## src/hw/rtl/vrt_pkg.sv

```systemverilog
// Shared types and constants for the voxel ray traversal block.
package vrt_pkg;

	localparam int GRID_SIZE = 32;
	localparam int CW = $clog2(GRID_SIZE);
	localparam int ROWS = GRID_SIZE * GRID_SIZE;
	localparam int ROW_AW = 2 * CW;
	// Signed walk coordinate: the walk can leave the grid by a few hundred cells.
	localparam int POS_W = (CW + 2 > 12) ? CW + 2 : 12;

	localparam int T_W = 16;
	localparam logic [T_W-1:0] T_SAT = '1;
	localparam logic [7:0] MAX_DIST_RESET = 8'd20;

	localparam int DIVIDEND_W = 23;
	localparam int DIVISOR_W = 16;

	typedef enum logic [1:0] {
		AXIS_X = 2'd0,
		AXIS_Y = 2'd1,
		AXIS_Z = 2'd2
	} axis_t;

	typedef struct packed {
		logic rd_en;
		logic wr_en;
		logic [ROW_AW-1:0] row;
		logic [GRID_SIZE-1:0] wdata;
	} mem_req_t;

endpackage

```

## src/hw/rtl/vrt_div.sv

```systemverilog
// Restoring divider, one quotient bit per cycle, with a saturated 16-bit quotient.
module vrt_div (
	input  logic clk,
	input  logic arst_n,
	input  logic start,
	input  logic [vrt_pkg::DIVIDEND_W-1:0] dividend,
	input  logic [vrt_pkg::DIVISOR_W-1:0] divisor,
	output logic done,
	output logic [vrt_pkg::T_W-1:0] quotient
);

	localparam int CNT_W = $clog2(vrt_pkg::DIVIDEND_W + 1);

	logic busy_q;
	logic done_q;
	logic [CNT_W-1:0] cnt_q;
	logic [vrt_pkg::DIVISOR_W:0] rem_q;
	logic [vrt_pkg::DIVIDEND_W-1:0] quo_q;
	logic [vrt_pkg::DIVISOR_W:0] rem_sh;
	logic [vrt_pkg::DIVISOR_W+1:0] diff;

	always_comb begin
		rem_sh = {rem_q[vrt_pkg::DIVISOR_W-1:0], quo_q[vrt_pkg::DIVIDEND_W-1]};
		diff = {1'b0, rem_sh} - {2'b00, divisor};
	end

	always_ff @(posedge clk or negedge arst_n) begin
		if (!arst_n) begin
			busy_q <= 1'b0;
			done_q <= 1'b0;
			cnt_q <= '0;
		end else begin
			done_q <= 1'b0;
			if (start) begin
				busy_q <= 1'b1;
				cnt_q <= '0;
			end else if (busy_q) begin
				cnt_q <= cnt_q + 1'b1;
				if (cnt_q == CNT_W'(vrt_pkg::DIVIDEND_W - 1)) begin
					busy_q <= 1'b0;
					done_q <= 1'b1;
				end
			end
		end
	end

	always_ff @(posedge clk) begin
		if (start) begin
			rem_q <= '0;
			quo_q <= dividend;
		end else if (busy_q) begin
			if (!diff[vrt_pkg::DIVISOR_W+1]) begin
				rem_q <= diff[vrt_pkg::DIVISOR_W:0];
				quo_q <= {quo_q[vrt_pkg::DIVIDEND_W-2:0], 1'b1};
			end else begin
				rem_q <= rem_sh;
				quo_q <= {quo_q[vrt_pkg::DIVIDEND_W-2:0], 1'b0};
			end
		end
	end

	assign done = done_q;
	assign quotient = (|quo_q[vrt_pkg::DIVIDEND_W-1:vrt_pkg::T_W]) ? vrt_pkg::T_SAT
		: quo_q[vrt_pkg::T_W-1:0];

endmodule
```

## config.mk

```make
export PLATFORM = sky130hd
export DESIGN_NAME = vrt_div
export DESIGN_NICKNAME = d
export VERILOG_FILES = /design/src/hw/rtl/vrt_pkg.sv /design/src/hw/rtl/vrt_div.sv
export SDC_FILE = /design/constraint.sdc
export NUM_CORES = 1
export LEC_CHECK = 0
export ABC_CLOCK_PERIOD_IN_PS = 5240
export BUFFER_PORTS_ARGS = -buffer_cell sky130_fd_sc_hd__buf_4
export CAP_MARGIN = 20
export CORE_MARGIN = 1
export CORE_UTILIZATION = 55
export CTS_BUF_LIST = sky130_fd_sc_hd__clkbuf_4 sky130_fd_sc_hd__clkbuf_8
export DETAILED_ROUTE_END_ITERATION = 10
export HOLD_SLACK_MARGIN = 0.02
export PLACE_DENSITY = 0.79
export SLEW_MARGIN = 40
export SYNTH_ARGS = -nofsm -noshare
export SYNTH_HDL_FRONTEND = slang
export SYNTH_SLANG_ARGS = --single-unit
```

## constraint.sdc

```tcl
create_clock -name clk -period 5.24 [get_ports clk]
set_input_delay 1.048 -clock clk [delete_from_list [all_inputs] [get_ports clk]]
set_output_delay 1.048 -clock clk [all_outputs]
set_load 0.01 [all_outputs]
```

# After elaboration in Yosys (flattened, before gate mapping)
# Cells that the tools add are included.
[classes]
n_addsub = 2
eq_ne = 1
muxes = 13
n_reduce_logical = 2
[ops]
columns = ["cell", "count"]
rows = [
  ["2-to-1 mux 23 bit", 2],
  ["2-to-1 mux 16 bit", 2],
  ["subtractor 17 x 16 -> 18 bit", 1],
  ["2-to-1 mux 5 bit", 2],
  ["2-to-1 mux 1 bit", 7],
  ["OR reduction 7 bit", 1],
  ["adder 5 x 1 -> 5 bit, second input constant", 1],
  ["== test 5 bit, second input constant", 1],
  ["nonzero test 2 bit", 1],
]
[totals]
regBits = 46
inputBits = 42
output_inout_bits = 17
wordCells = 23

# Logic depth before layout (Yosys ltp)
[depth]
ltp_word = 4
ltp_mapped = 10
depth_no_buf = 9

# Worst setup path before layout
# OpenSTA, ideal clock, no wires.
[synth_timing]
kind = "input-to-reg"
from = "input divisor[0] (netlist name)"
to = "register rem_q[12] (netlist name)"
setup_ns = 0.059
t_arrival_ns = 2.813
t_required_ns = 5.181
path_slack_ns = 2.367
path_stages = 8
n_path_buf = 0
cell_sequence = "ha_1 > fa_1 > nand2b_1 > a21o_1 > a21oi_1 > mux2_2 > o221ai_1 > o311a_1"
[synth_via]
elab_chain_cells = 2
[synth_rtl]
columns = ["item", "line_no", "source"]
rows = [
  ["start: declaration", "vrt_div.sv:7", "input logic [vrt_pkg::DIVISOR_W-1:0] divisor,"],
  ["subtractor 17 x 16 -> 18 bit", "vrt_div.sv:24", "diff = {1'b0, rem_sh} - {2'b00, divisor};"],
  ["2-to-1 mux 16 bit", "vrt_div.sv:52", "if (!diff[vrt_pkg::DIVISOR_W+1]) begin"],
  ["end signal: assignment", "vrt_div.sv:53", "rem_q <= diff[vrt_pkg::DIVISOR_W:0];"],
  ["end signal: assignment", "vrt_div.sv:56", "rem_q <= rem_sh;"],
  ["end: declaration", "vrt_div.sv:17", "logic [vrt_pkg::DIVISOR_W:0] rem_q;"],
]
# No other way between the ends.
# A chain may end at the register's enable or synchronous reset.

# Final worst setup path
[layout_timing]
from = "input divisor[12] (netlist name)"
to = "register quo_q[0] (netlist name) (data pin)"
[layout_via]
elab_chain_cells = 4
[layout_rtl]
columns = ["item", "line_no", "source"]
rows = [
  ["subtractor 17 x 16 -> 18 bit", "vrt_div.sv:24", ""],
  ["2-to-1 mux 1 bit", "vrt_div.sv:52", ""],
  ["2-to-1 mux 23 bit", "vrt_div.sv:51", "end else if (busy_q) begin"],
  ["2-to-1 mux 23 bit", "vrt_div.sv:48", "if (start) begin"],
  ["end signal: assignment", "vrt_div.sv:50", "quo_q <= dividend;"],
  ["end signal: assignment", "vrt_div.sv:54", "quo_q <= {quo_q[vrt_pkg::DIVIDEND_W-2:0], 1'b1};"],
  ["end signal: assignment", "vrt_div.sv:57", "quo_q <= {quo_q[vrt_pkg::DIVIDEND_W-2:0], 1'b0};"],
  ["end: declaration", "vrt_div.sv:18", "logic [vrt_pkg::DIVIDEND_W-1:0] quo_q;"],
]
# No other way between the ends. The select of a mux whose other input is x is not followed.

==> impl_results.md <==
- Area leader, netlist: edfxtp_1
- Slew Limit Fails: 0
- Max Clock Skew: 0.00984 ns
- N_diodes: 0
- Mapped Area: 0.00317 sq mm
- Num rows: 27
- DRT Pass-1 Iters: 4
- Register area share after synthesis: 37.5%
- Measured slew at the worst slew-check pin: 0.543 ns
- Arr. time, crit path: 3.10 ns
- Reg clk slew, reported paths: 0.08 ns
- Psw: 0.570 mW
- Reg power frac: 37.2%
- Fin. Hold Viols: 0
- R2R Setup Slk: 2.67 ns
- Peak VDD IR: 0.195 mV
- Hold-fix buffers, CTS: 0
- Crit start category: primary input
- Vias: 2556
- TritonCTS clock tree: done
- RSZ-0062 raised after global routing: false
- Number of synthesized flops with an enable pin: 23
- Final cell count without fillers: 443
- Sw Ratio: 39.9%
- Port bufs: 58
- Cell area power density: 388 mW/mm^2
- Max frequency: 0.327 GHz
- Setup violators final: 0
- Cells after synthesis: 318
- Top-count cell post-synth: mux2_2
- Vias in the first global route: 2373
- CTS sink cnt: 46
- Fin util: 66.4%
- Top-area cell type share of the netlist area: 21.8%
- Clk buf depth: 2
- Comb pwr share: 48.1%
- Post-DP HPWL: 4.94 mm
- GP Congestion: 0.878
- Worst EP required: 5.29 ns
- Die Span X: 77.9 microns
- Worst Hold Class: primary input to async pin
- Syn. warnings: 0
- First-pass GRT wire length: 11.2 mm
- Synth cell count leaders: mux2_2 (24), edfxtp_1 (23), nor2_1 (23), nand2_1 (20), inv_1 (19)
- Clock power share: 14.8%
- CP endpoint kind: flip-flop
- Cell Area, Placed: 0.00359 sq mm
- Initial DRC Count: 159
- Total power: 1.43 mW
- Critical path class: primary input to flip-flop
- CTS Buf Count: 5
- Async SR Flop Fraction: 15.2%
- Final #Nets: 431
- CTS root buffer: clkbuf_8
- Die ar.: 0.00606 sq mm
- # Post-CTS Setup Buffers: 0
- Clk_lat worst skew: 0.30 ns
- Maxcap violations: 0
- CP max FO: 15
- Post-CTS sizing: 0
- Rel. slew slack: 63.8%
- Flops & latches, synth: 46
- Cell area after layout: 0.00368 sq mm
- Synth area leaders: edfxtp_1 (22%), dfxtp_1 (10%), mux2_2 (8.5%), ha_1 (7.1%), dfrtp_1 (5.5%)
- Initial Util: 57.1%
- Leak: 1.62 nW
- Post-synth top flop: edfxtp_1
- Inst Count DP: 435
- Reg area: 0.00119 sq mm
- Area grow syn2layout: 16.3%
- Final setup TNS: 0 ns
- Syn Nets: 379
- Post-Route WL: 6.67 mm
- Syn Area/Cell: 9.95 sq um
- Status: completed
- Drt drc: 0
- Global route overflow: 0
- Drt via density: 5.77
- Initial antenna violation count: 0
- Fin crit share: 58.3%
- Fillers: 455
- Synth cell types: 53
- Layout cells sized above 1: 36.7%
- Total GRT Usage: 23.2%
- P_int: 0.859 mW
- I/O Pins: 59
- Core area: 0.00554 sq mm
- Final min period: 3.06 ns
- Die H: 77.9 microns
- Routed WL per cell: 15.1 microns
- Multi-input logic area: 0.00179 sq mm
- H-tree Lvls: 2
- ANT nets after route: 0
- Pin count of the biggest net entering global routing: 40
## cell type report
| type | instances | share of cell area [%] |
|---|---|---|
| multi-input cells | 237 | 48.6 |
| flip-flops and latches | 46 | 32.2 |
| repair buffers | 60 | 12.2 |
| well taps | 72 | 2.45 |
| inverters | 20 | 2.04 |
| clock buffers | 5 | 1.87 |
| clock inverters | 3 | 0.544 |
## worst max-delay path: stages
cell,delay (ns)
buf_4,0.07
inv_1,0.03
ha_1,0.40
a21oi_2,0.21
o21ai_0,0.13
a21oi_2,0.19
a21o_1,0.50
nand2_1,0.22
mux2_2,0.30
## sequential cells by signal, summed over array words and instances, names as in the netlist
register  cells
done          1
busy_q        1
quo_q        23
cnt_q         5
rem_q        16
## layout by cell type (no fill, tap or decap), types with 4 or more instances in the layout
master and count:
buf_4 60, ha_1 18, mux2_2 24, a21oi_2 5
dfrtp_1 7, o21ai_1 8, nand2b_1 4, nand2_1 19
nand3_2 5, o31ai_1 4, nor3_1 4, a21o_1 5
edfxtp_1 23, nand3_1 4, xor2_1 9, or2_2 16
dfxtp_1 16, clkbuf_8 5, xnor2_1 5, o21ai_0 6
a311oi_2 6, a31oi_1 6, and3_1 11, inv_1 19
nor2_1 23, a21oi_1 16
## final timing paths
path	cells after the start	end	start
hold reg to reg	2	rem_q[4]$_SDFFE_PP0P_	rem_q[4]$_SDFFE_PP0P_
min in group clk	2	rem_q[4]$_SDFFE_PP0P_	rem_q[4]$_SDFFE_PP0P_
max in group asynchronous	1	busy_q$_DFF_PN0_	arst_n
setup / recovery	9	quo_q[0]$_DFFE_PP_	divisor[12]
setup reg to reg	7	quo_q[0]$_DFFE_PP_	rem_q[11]$_SDFFE_PP0P_
hold / removal	1	cnt_q[2]$_DFFE_PN0P_	arst_n
## logic make-up (layout without fill, tap and decap cells)
group	count (synthesis)	after routing	share of synthesized area (%)
simple gates	101	101	17.1
compound gates	78	78	18.9
flops	46	46	37.5
buf+inv	35	88	6.05
mux	25	25	8.85
fa+ha+maj	19	19	7.75
xor+xnor	14	14	3.87
## power by group through the flow
| stage | logic (mW) | clock network, mW | registers (mW) |
|---|---|---|---|
| after floorplan | 0.551 | 0 | 0.506 |
| after global placement | 0.666 | 0 | 0.531 |
| after detailed placement | 0.678 | 0 | 0.535 |
| after CTS | 0.680 | 0.213 | 0.529 |
| after global routing | 0.760 | 0.230 | 0.540 |
| final | 0.687 | 0.211 | 0.531 |
## metrics by stage
stage / setup WS, ns / hold slack (ns)
after floorplan: 2.37 / 0.477
after global placement: 1.95 / 0.514
after detailed placement: 1.90 / 0.517
after CTS: 2.21 / 0.543
after global routing: 2.00 / 0.536
final: 2.18 / 0.547
## routing by layer
layer	vias to the layer above	routed length [microns]	global-route usage [%]
li1	1267	-	-
met3	2	382	2.71
met1	1194	3170	33.2
met4	0	29	5.28
met5	-	0	0
met2	93	3090	37.4
Note: power is estimated with default switching activity, not from simulation.
